## config.mk

```make
export PLATFORM = sky130hd
export DESIGN_NAME = gauge_stepper_position_driver_unit_flat
export DESIGN_NICKNAME = d
export VERILOG_FILES = /design/src/rtl/gspd_pkg.sv /design/src/rtl/gspd_if.sv /design/src/rtl/gauge_stepper_position_driver_unit.sv /design/src/flat_wrapper.sv
export SDC_FILE = /design/constraint.sdc
export NUM_CORES = 1
export LEC_CHECK = 0
export BUFFER_PORTS_ARGS = -buffer_cell sky130_fd_sc_hd__buf_2
export CAP_MARGIN = 10
export CORE_MARGIN = 4
export CORE_UTILIZATION = 54
export DETAILED_ROUTE_END_ITERATION = 7
export GPL_TIMING_DRIVEN = 0
export PLACE_DENSITY_LB_ADDON = 0.15
export SLEW_MARGIN = 10
export SYNTH_ARGS = -nofsm -noshare
export SYNTH_HDL_FRONTEND = slang
export SYNTH_SLANG_ARGS = --single-unit
export TNS_END_PERCENT = 50
```

## constraint.sdc

```tcl
create_clock -name i_clk -period 4 [get_ports i_clk]
set_input_delay 0.2 -clock i_clk [delete_from_list [all_inputs] [get_ports i_clk]]
set_output_delay 0.2 -clock i_clk [all_outputs]
set_load 0.01 [all_outputs]
```

## src/rtl/gspd_pkg.sv

```systemverilog
`timescale 1ns / 1ps
// ----------------------------------------------------------------------------
// gspd_pkg
// Shared types and constants of the gauge stepper position driver.
// ----------------------------------------------------------------------------
package gspd_pkg;

    localparam int TARGET_BITS  = 10;
    localparam int CUR_BITS     = 10;
    localparam int STEP_PER_BITS = 16;
    localparam int MAX_STEP_BITS = 10;
    localparam int CFG_IDX_BITS  = 1;
    localparam int CFG_DATA_BITS = 16;
    localparam int PHASE_BITS    = 3;

    localparam logic [PHASE_BITS-1:0] PHASE_LAST = 3'd5;

    // coil drive patterns, bit i is the level at phase i
    localparam logic [5:0] COIL_PAT_A = 6'b110001;
    localparam logic [5:0] COIL_PAT_B = 6'b011100;
    localparam logic [5:0] COIL_PAT_D = 6'b000111;

    localparam logic [STEP_PER_BITS-1:0] STEP_PERIOD_RST = 16'd1200;
    localparam logic [MAX_STEP_BITS-1:0] MAX_STEPS_RST   = 10'd960;

    typedef enum logic [CFG_IDX_BITS-1:0] {
        REG_STEP_PERIOD = 1'b0,
        REG_MAX_STEPS   = 1'b1
    } t_cfg_idx;

    typedef enum logic {
        FUNC_TICK       = 1'b0,
        FUNC_SET_TARGET = 1'b1
    } t_func;

    typedef struct packed {
        logic                coil_a;
        logic                coil_b;
        logic                coil_c;
        logic                coil_d;
        logic [CUR_BITS-1:0] current_steps;
        logic                at_target;
        logic                step_taken;
    } t_result;

endpackage

```

## src/rtl/gspd_if.sv

```systemverilog
`timescale 1ns / 1ps
// ----------------------------------------------------------------------------
// gspd_in_if / gspd_out_if
// Valid/ready channels carrying command words in and result words out.
// ----------------------------------------------------------------------------
interface gspd_in_if;
    logic                             valid;
    logic                             ready;
    logic                             func;
    logic [gspd_pkg::TARGET_BITS-1:0] target_steps;

    modport source (output valid, output func, output target_steps, input ready);
    modport sink   (input valid, input func, input target_steps, output ready);
endinterface

interface gspd_out_if;
    logic                          valid;
    logic                          ready;
    logic                          coil_a;
    logic                          coil_b;
    logic                          coil_c;
    logic                          coil_d;
    logic [gspd_pkg::CUR_BITS-1:0] current_steps;
    logic                          at_target;
    logic                          step_taken;

    modport source (output valid, output coil_a, output coil_b, output coil_c,
                    output coil_d, output current_steps, output at_target,
                    output step_taken, input ready);
    modport sink   (input valid, input coil_a, input coil_b, input coil_c,
                    input coil_d, input current_steps, input at_target,
                    input step_taken, output ready);
endinterface

```

## src/rtl/gauge_stepper_position_driver_unit.sv

```systemverilog
`timescale 1ns / 1ps
// ----------------------------------------------------------------------------
// gauge_stepper_position_driver_unit
// Moves a gauge stepper one step at a time toward a target, paced by ticks.
// ----------------------------------------------------------------------------
// Each input word is either a timer tick or a new target. One result word
// comes out per input word, registered in the cycle after acceptance, and a
// new word is taken every clock as long as the result register is empty or
// being drained in the same cycle: throughput is one word per cycle. The
// tick counter increment, the period compare and the one-step position update
// sit between the state registers and the result register. The coil levels
// follow a six-phase pattern kept in a wrapping phase register.

module gauge_stepper_position_driver_unit #(
    parameter int POSITION_BITS = 10,
    parameter int PERIOD_BITS   = 16
) (
    input  logic                               i_clk,
    input  logic                               i_rst_n,
    input  logic                               i_cfg_wen,
    input  logic [gspd_pkg::CFG_IDX_BITS-1:0]  i_cfg_idx,
    input  logic [gspd_pkg::CFG_DATA_BITS-1:0] i_cfg_wdata,
    gspd_in_if.sink                            i_in,
    gspd_out_if.source                         o_res
);

    localparam int CMP_BITS = (PERIOD_BITS > gspd_pkg::STEP_PER_BITS) ?
                              PERIOD_BITS : gspd_pkg::STEP_PER_BITS;

    logic [gspd_pkg::STEP_PER_BITS-1:0] r_step_period;
    logic [gspd_pkg::MAX_STEP_BITS-1:0] r_max_steps;
    logic [POSITION_BITS-1:0]           r_pos,     n_pos;
    logic [POSITION_BITS-1:0]           r_target,  n_target;
    logic [PERIOD_BITS-1:0]             r_elapsed, n_elapsed;
    logic [gspd_pkg::PHASE_BITS-1:0]    r_phase,   n_phase;
    logic                               r_out_vld;
    gspd_pkg::t_result                  r_res,     n_res;

    logic                               in_acc;
    logic [PERIOD_BITS-1:0]             el_inc;
    logic                               reached;
    logic                               moved;
    logic [gspd_pkg::TARGET_BITS-1:0]   sat_req;

    assign i_in.ready = !r_out_vld || o_res.ready;
    assign in_acc     = i_in.valid && i_in.ready;

    // config writes
    always_ff @(posedge i_clk) begin
        if (!i_rst_n) begin
            r_step_period <= gspd_pkg::STEP_PERIOD_RST;
            r_max_steps   <= gspd_pkg::MAX_STEPS_RST;
        end else if (i_cfg_wen) begin
            case (gspd_pkg::t_cfg_idx'(i_cfg_idx))
                gspd_pkg::REG_STEP_PERIOD: begin
                    r_step_period <= i_cfg_wdata[gspd_pkg::STEP_PER_BITS-1:0];
                end
                gspd_pkg::REG_MAX_STEPS: begin
                    r_max_steps <= i_cfg_wdata[gspd_pkg::MAX_STEP_BITS-1:0];
                end
                default: begin
                end
            endcase
        end
    end

    // next state and result
    always_comb begin
        n_pos     = r_pos;
        n_target  = r_target;
        n_elapsed = r_elapsed;
        n_phase   = r_phase;
        moved     = 1'b0;
        el_inc    = (r_elapsed != '1) ? r_elapsed + 1'b1 : r_elapsed;
        reached   = CMP_BITS'(el_inc) >= CMP_BITS'(r_step_period);
        sat_req   = (i_in.target_steps > r_max_steps) ? r_max_steps : i_in.target_steps;

        if (gspd_pkg::t_func'(i_in.func) == gspd_pkg::FUNC_SET_TARGET) begin
            n_target = POSITION_BITS'(sat_req);
        end else begin
            n_elapsed = el_inc;
            if (reached) begin
                n_elapsed = '0;
                if (r_target > r_pos) begin
                    n_pos   = r_pos + 1'b1;
                    n_phase = (r_phase >= gspd_pkg::PHASE_LAST) ? '0 : r_phase + 1'b1;
                    moved   = 1'b1;
                end else if (r_target < r_pos) begin
                    n_pos   = r_pos - 1'b1;
                    n_phase = (r_phase == '0 || r_phase > gspd_pkg::PHASE_LAST) ?
                              gspd_pkg::PHASE_LAST : r_phase - 1'b1;
                    moved   = 1'b1;
                end
            end
        end

        n_res.coil_a        = 1'b0;
        n_res.coil_b        = 1'b0;
        n_res.coil_c        = 1'b0;
        n_res.coil_d        = 1'b0;
        if (n_phase <= gspd_pkg::PHASE_LAST) begin
            n_res.coil_a = gspd_pkg::COIL_PAT_A[n_phase];
            n_res.coil_b = gspd_pkg::COIL_PAT_B[n_phase];
            n_res.coil_c = gspd_pkg::COIL_PAT_B[n_phase];
            n_res.coil_d = gspd_pkg::COIL_PAT_D[n_phase];
        end else begin
            n_res.coil_a = gspd_pkg::COIL_PAT_A[0];
            n_res.coil_b = gspd_pkg::COIL_PAT_B[0];
            n_res.coil_c = gspd_pkg::COIL_PAT_B[0];
            n_res.coil_d = gspd_pkg::COIL_PAT_D[0];
        end
        n_res.current_steps = gspd_pkg::CUR_BITS'(n_pos);
        n_res.at_target     = (n_pos == n_target);
        n_res.step_taken    = moved;
    end

    // motor state
    always_ff @(posedge i_clk) begin
        if (!i_rst_n) begin
            r_pos     <= '0;
            r_target  <= '0;
            r_elapsed <= '1;
            r_phase   <= '0;
        end else if (in_acc) begin
            r_pos     <= n_pos;
            r_target  <= n_target;
            r_elapsed <= n_elapsed;
            r_phase   <= n_phase;
        end
    end

    // result register
    always_ff @(posedge i_clk) begin
        if (!i_rst_n) begin
            r_out_vld <= 1'b0;
        end else if (in_acc) begin
            r_out_vld <= 1'b1;
        end else if (o_res.ready) begin
            r_out_vld <= 1'b0;
        end
    end

    always_ff @(posedge i_clk) begin
        if (in_acc) begin
            r_res <= n_res;
        end
    end

    assign o_res.valid         = r_out_vld;
    assign o_res.coil_a        = r_res.coil_a;
    assign o_res.coil_b        = r_res.coil_b;
    assign o_res.coil_c        = r_res.coil_c;
    assign o_res.coil_d        = r_res.coil_d;
    assign o_res.current_steps = r_res.current_steps;
    assign o_res.at_target     = r_res.at_target;
    assign o_res.step_taken    = r_res.step_taken;

`ifndef SYNTH
    a_phase_range: assert property (@(posedge i_clk) disable iff (!i_rst_n)
        r_phase <= gspd_pkg::PHASE_LAST)
        else $error("phase out of range");

    a_set_no_step: assert property (@(posedge i_clk) disable iff (!i_rst_n)
        in_acc && i_in.func |=> !r_res.step_taken && $stable(r_pos))
        else $error("set-target word moved the pointer");

    a_pos_moves_on_tick: assert property (@(posedge i_clk) disable iff (!i_rst_n)
        in_acc && !i_in.func && n_pos != r_pos |=> r_res.step_taken && r_elapsed == '0)
        else $error("step without counter restart");

    a_res_after_acc: assert property (@(posedge i_clk) disable iff (!i_rst_n)
        in_acc |=> r_out_vld)
        else $error("accepted word produced no result");
`endif

endmodule
```

## src/flat_wrapper.sv

```systemverilog
// flat-port wrapper written by rule: the top's interface ports become plain ports
module gauge_stepper_position_driver_unit_flat 
#(
    parameter int POSITION_BITS = 10,
    parameter int PERIOD_BITS   = 16
)
  (i_clk, i_rst_n, i_cfg_wen, i_cfg_idx, i_cfg_wdata, i_in_valid, i_in_func, i_in_target_steps, i_in_ready, o_res_valid, o_res_coil_a, o_res_coil_b, o_res_coil_c, o_res_coil_d, o_res_current_steps, o_res_at_target, o_res_step_taken, o_res_ready);
  gspd_in_if i_in_i ();
  gspd_out_if o_res_i ();
  input  logic i_clk;
  input  logic i_rst_n;
  input  logic i_cfg_wen;
  input  logic [gspd_pkg::CFG_IDX_BITS-1:0] i_cfg_idx;
  input  logic [gspd_pkg::CFG_DATA_BITS-1:0] i_cfg_wdata;
  input wire logic [$bits(i_in_i.valid)-1:0] i_in_valid;
  input wire logic [$bits(i_in_i.func)-1:0] i_in_func;
  input wire logic [$bits(i_in_i.target_steps)-1:0] i_in_target_steps;
  output wire logic [$bits(i_in_i.ready)-1:0] i_in_ready;
  output wire logic [$bits(o_res_i.valid)-1:0] o_res_valid;
  output wire logic [$bits(o_res_i.coil_a)-1:0] o_res_coil_a;
  output wire logic [$bits(o_res_i.coil_b)-1:0] o_res_coil_b;
  output wire logic [$bits(o_res_i.coil_c)-1:0] o_res_coil_c;
  output wire logic [$bits(o_res_i.coil_d)-1:0] o_res_coil_d;
  output wire logic [$bits(o_res_i.current_steps)-1:0] o_res_current_steps;
  output wire logic [$bits(o_res_i.at_target)-1:0] o_res_at_target;
  output wire logic [$bits(o_res_i.step_taken)-1:0] o_res_step_taken;
  input wire logic [$bits(o_res_i.ready)-1:0] o_res_ready;
  assign i_in_i.valid = i_in_valid;
  assign i_in_i.func = i_in_func;
  assign i_in_i.target_steps = i_in_target_steps;
  assign i_in_ready = i_in_i.ready;
  assign o_res_valid = o_res_i.valid;
  assign o_res_coil_a = o_res_i.coil_a;
  assign o_res_coil_b = o_res_i.coil_b;
  assign o_res_coil_c = o_res_i.coil_c;
  assign o_res_coil_d = o_res_i.coil_d;
  assign o_res_current_steps = o_res_i.current_steps;
  assign o_res_at_target = o_res_i.at_target;
  assign o_res_step_taken = o_res_i.step_taken;
  assign o_res_i.ready = o_res_ready;
  gauge_stepper_position_driver_unit #(.POSITION_BITS(POSITION_BITS), .PERIOD_BITS(PERIOD_BITS)) u_core (.i_clk(i_clk), .i_rst_n(i_rst_n), .i_cfg_wen(i_cfg_wen), .i_cfg_idx(i_cfg_idx), .i_cfg_wdata(i_cfg_wdata), .i_in(i_in_i), .o_res(o_res_i));
endmodule
```

== Word-level counts from Yosys, hierarchy flattened ==
Memories as Yosys holds them, arrays and structs flattened. A register that Yosys moved wholly into a read port is not among the register bits.
Cells that the tools add are included.
Word-level totals
  memory bits (read-only): 24
  memories kept: 3
  logic and storage cells: 61
  bits of input ports: 33
  bits in registers: 78
  output and inout port bits: 18
Cells by class
  add/sub/neg operators: 5
  multiplexer cells: 18
  magnitude comparators: 7
  bitwise operators: 3
  equality and inequality tests: 2
  reduce and logical (&&, ||, !) cells: 13
Memories
  (no name shown): words 8, width 1, read ports 1, clocked after memory_dff 1, write ports 0, line gauge_stepper_position_driver_unit.sv:102  | n_res.coil_a = gspd_pkg::COIL_PAT_A[n_phase];
  (no name shown): words 8, width 1, read ports 1, clocked after memory_dff 1, write ports 0, line gauge_stepper_position_driver_unit.sv:103  | n_res.coil_b = gspd_pkg::COIL_PAT_B[n_phase];
  (no name shown): words 8, width 1, read ports 1, clocked after memory_dff 1, write ports 0, line gauge_stepper_position_driver_unit.sv:105  | n_res.coil_d = gspd_pkg::COIL_PAT_D[n_phase];
Operators with widths (number)
  $mux 10: 6
  $mux 16: 2
  $gt 10x10->1: 2
  $mux 3: 6
  $add 16x1->16 const B: 1
  $ge 16x16->1: 1
  $ne 16x16->1 const B: 1
  $add 10x1->10 const B: 1
  $eq 10x10->1: 1
  $lt 10x10->1: 1
  $sub 10x1->10 const B: 1
  $reduce_and 2->1: 3
  $logic_not 1->1: 4
  $mux 1: 4
  $add 3x1->3 const B: 1
  $ge 3x3->1 const B: 1
  $gt 3x3->1 const B: 1
  $le 3x3->1 const B: 1
  $logic_not 3->1: 1
  $not 1->1: 3
  $sub 3x1->3 const B: 1
  $logic_or 1x1->1: 2
  $reduce_bool 2->1: 1
  $reduce_or 2->1: 1
  $logic_and 1x1->1: 1

== Logic depth before layout (Yosys ltp) ==
Gate-level depths: netlist of the first run.
  depth in word-level cells: 9
  depth in mapped cells: 21
  gate-level depth less buffers: 21

== Worst setup path before layout of the first run ==
No wires, ideal clock.
  path kind: flip-flop to flip-flop
  start point: register u_core.r_elapsed[3]
  end point: register u_core.r_res, in the netlist u_core.o_res.at_target, data pin
  library setup time: 169 ps
  cell stages (with the launch flop): 20
  required time: 3831 ps
  slack: -22 ps
  path buffers: 1
  clock period less this slack: 4022 ps
  arrival time: 3853 ps
  cells stage by stage: dfxtp_1 > clkbuf_1 > nand3_1 > nor3_1 > and2_1 > nand4_1 > nor2b_1 > nand3_1 > nor2_1 > xnor2_1 > inv_1 > ha_1 > nand2_1 > nor2_1 > o2111ai_2 > a41o_4 > or4_4 > o311ai_4 > xnor2_1 > nor4b_2
RTL lines
  start, declared: line gauge_stepper_position_driver_unit.sv:34  | logic [PERIOD_BITS-1:0] r_elapsed, n_elapsed;
  start signal, assigned: line gauge_stepper_position_driver_unit.sv:127  | r_elapsed <= n_elapsed;
  end signal, assigned: line gauge_stepper_position_driver_unit.sv:145  | r_res <= n_res;
  end, declared: line gauge_stepper_position_driver_unit.sv:37  | gspd_pkg::t_result r_res, n_res;

==> flow_summary.ini, run 1 <==
[sta]
max_freq_mhz = 245
period_share_pct = 102
finClkSkew_ns = 0.00996
final_hold_viol_count = 0
finalMaxSlewViolations = 0
rsz0062_at_grt = true
slew-limit-headroom_pct = 50.3
setup_ws_ns = -0.0863
worst_pin_slew_ns = 0.745
period_needed_ns = 4.09
setup_violations = 2

[detailed_routing]
wl_per_cell_um = 16.2
drc = 0
vias_per_cell = 5.77
dr_total_vias = 4781
ant_nets = 0
firstDrtPassIters = 5
drt_iter0_markers = 326
drt-total-wl_um = 13400

[synthesis]
synth_top_area_share_pct = 25.7
syn-num-nets = 687
yosys_warnings = 0
synth-edff-count = 15
seq_area_frac_synth_pct = 34.5
yosysTopAreaCell = dfxtp_1
synthCells = 611
ys_types = 68
avgSynthCellArea_um2 = 8.41
synth_area_leaders = dfxtp_1 26%, ha_1 10%, edfxtp_1 8.8%, nand2_1 6.9%, a21oi_1 6.3%
synth.ff_latch_count = 81
netlist_area_um2 = 5140
synthFlopType = dfxtp_1
async_flop_share_pct = 0

[critical_path]
cp_max_fo = 5
crit_buf_inv = 1
start_kind = flip-flop
regToRegStartpoint = u_core.r_elapsed[6]
cp.required_ns = 4.19
crit_path_end_kind = flip-flop
slowest_delay_ns = 0.55
crit_top_cell = nand2_2
startpoint = u_core.r_elapsed[6]
worst-setup-path-type = flip-flop to flip-flop
cp.arrival_ns = 4.27
path_cells = nand2_2 -> nor3_4 -> and2_4 -> nand4_1 -> buf_4 -> and4_4 -> and3_4 -> xor2_4 -> ha_1 -> nand2_2 -> o21ai_2 -> nand2_2 -> a41o_4 -> or4_4 -> o311ai_4 -> xnor2_2 -> nor4b_4
critPathSlowestCell = or4_4
crit_family = simple AND/OR/NAND/NOR gates

[finish]
area_growth_pct = 21.7
layout-drive-gt1-share_pct = 22.6
design_area_um2 = 6250
num-nets-final = 771
antenna_cells = 0

[floorplanning]
initial_core_util_pct = 55.6
io_pins = 51
num_rows = 35
core_area_um2 = 9240
die_area_um2 = 11100
die_h_um = 106
die_x_um = 106

[clock_network]
numCtsBuffers = 9
cts_buffer_depth = 2
cts_tree = yes
cts.sinks = 81
clk_latency_ns = 0.36
cts.clk_slew.worst_paths_ns = 0.08
cts-root-buf = clkbuf_8
htreeDepth = 3

[global_route]
grt_pass1_wl_um = 21500
antenna_found_initial = 0
grt.total_usage_pct = 23.8
grt_max_degree = 16
gr-total-overflow = 0
grt_pass1_vias = 4440

[min_path]
hold_path_startpoint = i_cfg_wdata[10]
holdCritPathClass = primary input to flip-flop

[status]
status = finished with violations
violations = negative setup slack

[power_and_ir_drop]
p_comb_share_pct = 38.7
ir_worst_vdd_v = 0.000209
swShare_pct = 35.6
clockPowerShare_pct = 24.0
internal_power_mw = 1.69
p_seq_share_pct = 37.3
leakage_nw = 2.60
p_per_area_nw_per_um2 = 420
power.switching_mw = 0.934
power_mw = 2.62

[placement]
io_buffers = 50
post-dp-hpwl_um = 9720
routabilityCongestion = 0.918
dp_slack_ns = -0.739
place_area_um2 = 5570

[run]
drv_cap = 0
==> cell families after synthesis <==
group,after synthesis,synth area share [%]
and+or+nand+nor,218,20.8
AOI/OAI and AO/OA,148,18.8
DFF,81,34.5
buffers and inverters,73,5.50
adders and majority gates,43,10.5
xor gates and xnor gates,34,7.14
muxes,14,2.78
==> cell type report <==
cell class	instances	area [um^2]
Tap cell	129	161
Clock inverter	4	50.0
Fill cell	737	2990
Clock buffer	11	153
Multi-Input combinational cell	457	3350
Inverter	48	180
Timing Repair Buffer	74	449
Buffer	24	113
Sequential cell	81	1800
==> sequential cells by signal (all words and copies together), names as in the netlist, 3 cells and up <==
name	flops
u_core.r_elapsed	16
u_core.r_step_period	16
u_core.o_res.current_steps	10
u_core.r_max_steps	10
u_core.r_pos	10
u_core.r_target	10
u_core.r_phase	3
==> cells in the mapped netlist, drive strengths merged (5+ instances only) <==
cell type and n:
nor2 35, inv 47, clkbuf 23, nand4 17, edfxtp 15, a21oi 68, xor2 5, nor3 10
nand3 15, nand2b 14, xnor3 5, dfxtp 66, and3 8, xnor2 24, o21ai 20, a211oi 11
nand2 95, ha 43, o211ai 13, o21a 5, mux2i 12
==> routing by layer <==
metal,GRT usage [%],up-vias,wire (um)
li1,-,2336,-
met1,31.5,2262,5960
met2,39.6,162,6450
met3,3.25,21,758
met4,8.79,0,261
met5,0,-,0
==> layout by cell type (no fill, tap or decap), drive strengths merged, types with 12 or more instances in the layout <==
cell and instances:
edfxtp 15, o211ai 13, nand2b 14, inv 48, a21oi 68, xnor2 24
mux2i 12, clkbuf 32, nand4 17, ha 43, nand3 15, buf 77
o21ai 20, nor2 35, nand2 95, dfxtp 66
==> power groups by stage <==
stage	clock [mW]	sequential (mW)	combinational, mW
2_1_floorplan	0	0.996	0.623
3_5_place_dp	0	0.992	0.845
3_3_place_gp	0	0.989	0.825
4_1_cts	0.637	0.976	0.920
5_1_grt	0.672	0.989	1.11
6_report	0.630	0.979	1.02
==> repair_timing <==
| action | in CTS | in global routing |
|---|---|---|
| pin swaps | 12 | 22 |
| gates resized for setup | 34 | 39 |
| gates cloned | 0 | 0 |
| setup endpoints to repair | 29 | 10 |
| hold buffers | 0 | 0 |
| buffers inserted | 15 | 9 |
==> path summary, 6_finish.rpt <==
kind | endpoint | slack (ns) | cells after the start
setup / recovery | u_core.o_res.at_target | -0.09 | 17
hold / removal | u_core.r_step_period[10] | 0.07 | 3
setup reg to reg | u_core.o_res.at_target | -0.09 | 17
hold reg to reg | u_core.r_step_period[12] | 0.46 | 2
==> per-stage QoR <==
stage | hold WS (ns) | instances | TNS, ns | utilization (%)
3_5_place_dp | 0.441 | 791 | -5.70 | 60.3
4_1_cts | 0.0647 | 820 | -0.0322 | 65.1
3_3_place_gp | 0.429 | 790 | -5.62 | 60.1
2_1_floorplan | 0.329 | 611 | 0 | -
5_1_grt | 0.0827 | 828 | -0.727 | 67.7
6_report | 0.0710 | 828 | -0.148 | 67.7
==> worst register-to-register path, cell delays in order, from the launching register on <==
cell,delay [ns]
dfxtp_4,0.39
nand2_2,0.12
nor3_4,0.24
and2_4,0.18
nand4_1,0.21
buf_4,0.23
and4_4,0.18
and3_4,0.16
xor2_4,0.16
ha_1,0.30
nand2_2,0.09
o21ai_2,0.15
nand2_2,0.11
a41o_4,0.32
or4_4,0.55
o311ai_4,0.13
xnor2_2,0.15
nor4b_4,0.25
No activity file was read; power rests on OpenSTA's default activity.
==> inputs of run 2 (changes only) <==
--- a/config.mk
+++ b/config.mk
@@ -7,6 +7,7 @@
 export LEC_CHECK = 0
 export BUFFER_PORTS_ARGS = -buffer_cell sky130_fd_sc_hd__buf_2
 export CAP_MARGIN = 10
+export CORE_ASPECT_RATIO = 0.75
 export CORE_MARGIN = 4
 export CORE_UTILIZATION = 54
 export DETAILED_ROUTE_END_ITERATION = 7
==> run 2 against run 1 <==
  * The run now ends clean
  * Utilization up 1.1 points
  * Power up 8.1%
  * Global-route usage up 2.2 points
  * Highest routed layer unchanged
==> flow_summary.ini, run 2 (synthesized netlist as in run 1, its figures left out) <==
[clock_network]
numCtsBuffers = 9
cts_buffer_depth = 2
cts.sinks = 81
htreeDepth = 3
cts.clk_slew.worst_paths_ns = 0.06
cts-root-buf = clkbuf_16
hold_buffers = 0
clk_latency_ns = 0.35
cts_tree = yes

[finish]
area_growth_pct = 22.6
layout-drive-gt1-share_pct = 22.6
multi_input_area_um2 = 3310
seqCellArea_um2 = 1810
fin_util_pct = 68.8
antenna_cells = 0
final_cell_mix = 91 x nand2_1, 64 x a21oi_1, 55 x dfxtp_1
largestRegisters = u_core.r_elapsed x16, u_core.r_step_period x16
num-nets-final = 769
nFillCells = 752
final_common_cell = nand2_1

[placement]
routabilityCongestion = 0.885
dp_slack_ns = -0.712
post-dp-hpwl_um = 10300
io_buffers = 50

[sta]
setup_violations = 0
max_freq_mhz = 253
worst_pin_slew_ns = 0.743
final_hold_viol_count = 0
slew-limit-headroom_pct = 50.5
period_needed_ns = 3.96
finClkSkew_ns = 0.00933
holdWs_ns = 0.0769
rsz0062_at_grt = true
setup_ws_ns = 0.0423
period_share_pct = 98.9
finalMaxSlewViolations = 0
setup_tns_ns = 0

[floorplanning]
die_x_um = 121
die_area_um2 = 11200
initial_core_util_pct = 56.1
num_rows = 30
io_pins = 51
die_h_um = 92.5
core_area_um2 = 9160

[global_route]
grt.total_usage_pct = 25.9
antenna_found_initial = 0
grt_max_degree = 25
grt_pass1_wl_um = 22800
gr-total-overflow = 0
grt_pass1_vias = 4540

[detailed_routing]
drt_iter0_markers = 332
ant_nets = 0
firstDrtPassIters = 5
drt-total-wl_um = 14200
vias_per_cell = 5.79
drc = 0
wl_per_cell_um = 17.2
dr_total_vias = 4782

[critical_path]
crit_path_end_kind = flip-flop
start_kind = flip-flop
cp_max_fo = 8
cp.arrival_ns = 4.14
worst-setup-path-type = flip-flop to flip-flop
cp.required_ns = 4.18

[status]
status = completed

[power_and_ir_drop]
leakage_nw = 2.63
ir_worst_vdd_v = 0.000292
p_per_area_nw_per_um2 = 451
power_mw = 2.84

[min_path]
holdCritPathClass = primary input to flip-flop

[run]
drv_cap = 0
[run 2: cell types whose count changed in the layout (fill, tap and decap cells not counted), sizes merged]
cell      delta
buf          -2
bufinv       -1
clkbuf       +1
clkinv       -1
clkinvlp     +1
inv          +1
[run 2: worst paths after layout]
path | from | end | slack [ns] | cells after the start
worst max-delay path | u_core.r_elapsed[3] | u_core.o_res.at_target | 0.04 | 17
worst min-delay path | i_cfg_wdata[10] | u_core.r_step_period[10] | 0.08 | 3
worst max register to register | u_core.r_elapsed[3] | u_core.o_res.at_target | 0.04 | 17
worst min register to register | u_core.r_step_period[1] | u_core.r_step_period[1] | 0.46 | 2
[run 2: stage by stage]
| stage | cells | cell area [um^2] |
|---|---|---|
| finish | 826 | 6300 |
| CTS | 818 | 6070 |
| global route | 826 | 6300 |
| floorplan | 611 | 5140 |
| global placement | 789 | 5550 |
| detailed placement | 789 | 5550 |
[run 2: final cells by class]
| type | instances | area share [%] |
|---|---|---|
| Multi-Input combinational cell | 457 | 52.6 |
| Sequential cell | 81 | 28.7 |
| Timing Repair Buffer | 72 | 6.56 |
| Clock buffer | 12 | 4.59 |
| Inverter | 48 | 2.86 |
| Tap cell | 128 | 2.54 |
| Buffer | 24 | 1.75 |
| Clock inverter | 4 | 0.437 |
[run 2: where the power goes]
group	internal (mW)	leakage, nW	switching, mW
logic	0.426	1.78	0.571
registers	0.921	0.692	0.0607
clock network	0.515	0.156	0.345
[run 2: critical path, stage by stage (launching register included)]
cell and delay (ns):
dfxtp_4 0.40, nand3_2 0.12, nor3_4 0.19, and2_4 0.17, nand4_1 0.18, buf_4 0.20
and4_4 0.18, and3_4 0.16, xor2_4 0.16, ha_1 0.29, nand2_2 0.09, o21ai_2 0.15
nand2_2 0.10, a41o_4 0.35, or4_4 0.56, o311ai_4 0.11, xnor2_1 0.14, nor4b_2 0.24
[run 2: per-layer routing]
layer  track usage, %  share of wire [%]
met5                0                  0
met4             6.89                1.3
met3             6.53                8.4
met2             38.1                 43
met1             37.9                 47
[run 2: what timing repair did]
item	in CTS	in global routing
resized for setup	30	36
pin swaps	14	15
setup buffers	14	7
hold endpoints to repair	0	0
gates cloned	0	1
endpoints found under the setup margin	32	7
==> inputs of run 3 (changes only) <==
--- a/config.mk
+++ b/config.mk
@@ -13,6 +13,7 @@
 export DETAILED_ROUTE_END_ITERATION = 7
 export GPL_TIMING_DRIVEN = 0
 export PLACE_DENSITY_LB_ADDON = 0.15
+export RECOVER_POWER = 50
 export SLEW_MARGIN = 10
 export SYNTH_ARGS = -nofsm -noshare
 export SYNTH_HDL_FRONTEND = slang
==> run 3 against run 2 <==
  * Clock-buffer cell count is the same
  * Non-clock buffer count is the same
  * Register-to-register slack gained 0.02 ns
  * Cell count is the same
  * First-iteration DRC count shrank 16%
  * Critical path type unchanged
  * Critical endpoint unchanged
  * Largest cell class unchanged
  * Highest routed layer unchanged
==> flow_summary.ini, run 3 (synthesized netlist as in run 1, its figures left out) <==
[critical_path]
crit_path_end_kind = flip-flop
start_kind = flip-flop
cp.arrival_ns = 4.12
cp.required_ns = 4.19
worst-setup-path-type = flip-flop to flip-flop
cp_max_fo = 8

[clock_network]
cts-root-buf = clkbuf_16
cts_tree = yes
numCtsBuffers = 9
cts.clk_slew.worst_paths_ns = 0.06
clk_latency_ns = 0.35
hold_buffers = 0
htreeDepth = 3
cts.sinks = 81
cts_buffer_depth = 2

[power_and_ir_drop]
clockPowerShare_pct = 30.4
p_comb_share_pct = 34.8
internal_power_mw = 1.85
swShare_pct = 34.5
p_per_area_nw_per_um2 = 452
leakage_nw = 2.57
power.switching_mw = 0.978
ir_worst_vdd_v = 0.000291
p_seq_share_pct = 34.7

[global_route]
grt.total_usage_pct = 25.9
grt_pass1_vias = 4540
grt_max_degree = 25
gr-total-overflow = 0
grt_pass1_wl_um = 22800
antenna_found_initial = 0

[sta]
finalMaxSlewViolations = 0
holdWs_ns = 0.0740
setup_violations = 0
finClkSkew_ns = 0.00832
period_share_pct = 98.5
worst_pin_slew_ns = 1.41
rsz0062_at_grt = true
setup_ws_ns = 0.0612
final_hold_viol_count = 0
max_freq_mhz = 254
slew-limit-headroom_pct = 6.00
period_needed_ns = 3.94

[placement]
dp_slack_ns = -0.712
io_buffers = 50
routabilityCongestion = 0.885
post-dp-hpwl_um = 10300

[run]
drv_cap = 0

[detailed_routing]
ant_nets = 0
dr_total_vias = 4802
drt_iter0_markers = 278
vias_per_cell = 5.81
firstDrtPassIters = 6
drt-total-wl_um = 14300
wl_per_cell_um = 17.3
drc = 0

[floorplanning]
num_rows = 30
io_pins = 51
die_x_um = 121
core_area_um2 = 9160
initial_core_util_pct = 56.1
die_area_um2 = 11200
die_h_um = 92.5

[finish]
nFillCells = 765
final_cell_mix = 91 x nand2_1, 64 x a21oi_1, 55 x dfxtp_1
num-nets-final = 769
antenna_cells = 0
area_growth_pct = 22.1
final_common_cell = nand2_1
layout-drive-gt1-share_pct = 19.8
largestRegisters = u_core.r_elapsed x16, u_core.r_step_period x16

[status]
status = completed

[min_path]
holdCritPathClass = primary input to flip-flop
[run 3: power by group through the flow]
stage	Clock [mW]	Combinational, mW	Sequential (mW)
2_1_floorplan	0	0.623	0.996
3_3_place_gp	0	0.826	0.990
4_1_cts	0.868	0.910	0.978
5_1_grt	0.912	1.08	0.992
3_5_place_dp	0	0.851	0.993
6_report	0.861	0.987	0.984
[run 3: final cells by class]
| cell class | count | area [um^2] | share of cell area (%) |
|---|---|---|---|
| Clock buffer | 12 | 289 | 4.61 |
| Clock inverter | 4 | 27.5 | 0.439 |
| Inverter | 48 | 180 | 2.87 |
| Sequential cell | 81 | 1810 | 28.8 |
| Multi-Input combinational cell | 457 | 3310 | 52.8 |
| Tap cell | 128 | 160 | 2.55 |
| Buffer | 24 | 109 | 1.74 |
| Timing Repair Buffer | 72 | 389 | 6.20 |
[run 3: worst paths after layout]
path / from / depth (start not counted) / slack (ns) / endpoint
setup reg to reg: u_core.r_elapsed[3] / 17 / 0.06 / u_core.o_res.at_target
hold / removal: i_cfg_wdata[10] / 3 / 0.07 / u_core.r_step_period[10]
setup / recovery: u_core.r_elapsed[3] / 17 / 0.06 / u_core.o_res.at_target
hold reg to reg: u_core.r_step_period[1] / 2 / 0.46 / u_core.r_step_period[1]
[run 3: layer usage]
layer  track usage, %  share of wire, %  vias up
met5                0                 0        -
met4             6.89               1.5        0
met3             6.53               9.1       21
met2             38.1                43      201
met1             37.9                47     2251
li1                 -                 -     2329
[run 3: critical path, stage by stage (launching register included)]
cell      delay, ns
dfxtp_4        0.40
nand3_2        0.12
nor3_4         0.19
and2_4         0.17
nand4_1        0.17
buf_4          0.20
and4_4         0.17
and3_4         0.16
xor2_4         0.16
ha_1           0.29
nand2_2        0.09
o21ai_2        0.15
nand2_2        0.10
a41o_4         0.35
or4_4          0.56
o311ai_4       0.11
xnor2_1        0.13
nor4b_2        0.24
[run 3: what timing repair did]
action / in CTS / in global routing
gates cloned: 0 / 1
gates resized for setup: 30 / 36
setup buffers: 14 / 7
endpoints found under the setup margin: 32 / 7
pin swaps: 14 / 15
[run 3: per-stage QoR]
stage / instance area, um^2 / setup TNS, ns / utilization (%) / total power [mW] / std cells
after detailed placement: 5550 / -6.55 / 60.6 / 1.84 / 789
after global placement: 5550 / -5.11 / 60.6 / 1.82 / 789
after CTS: 6070 / 0 / 66.3 / 2.76 / 818
after floorplan: 5140 / 0 / - / 1.62 / 611
after global routing: 6270 / -0.119 / 68.5 / 2.99 / 826
final: 6270 / 0 / 68.5 / 2.83 / 826
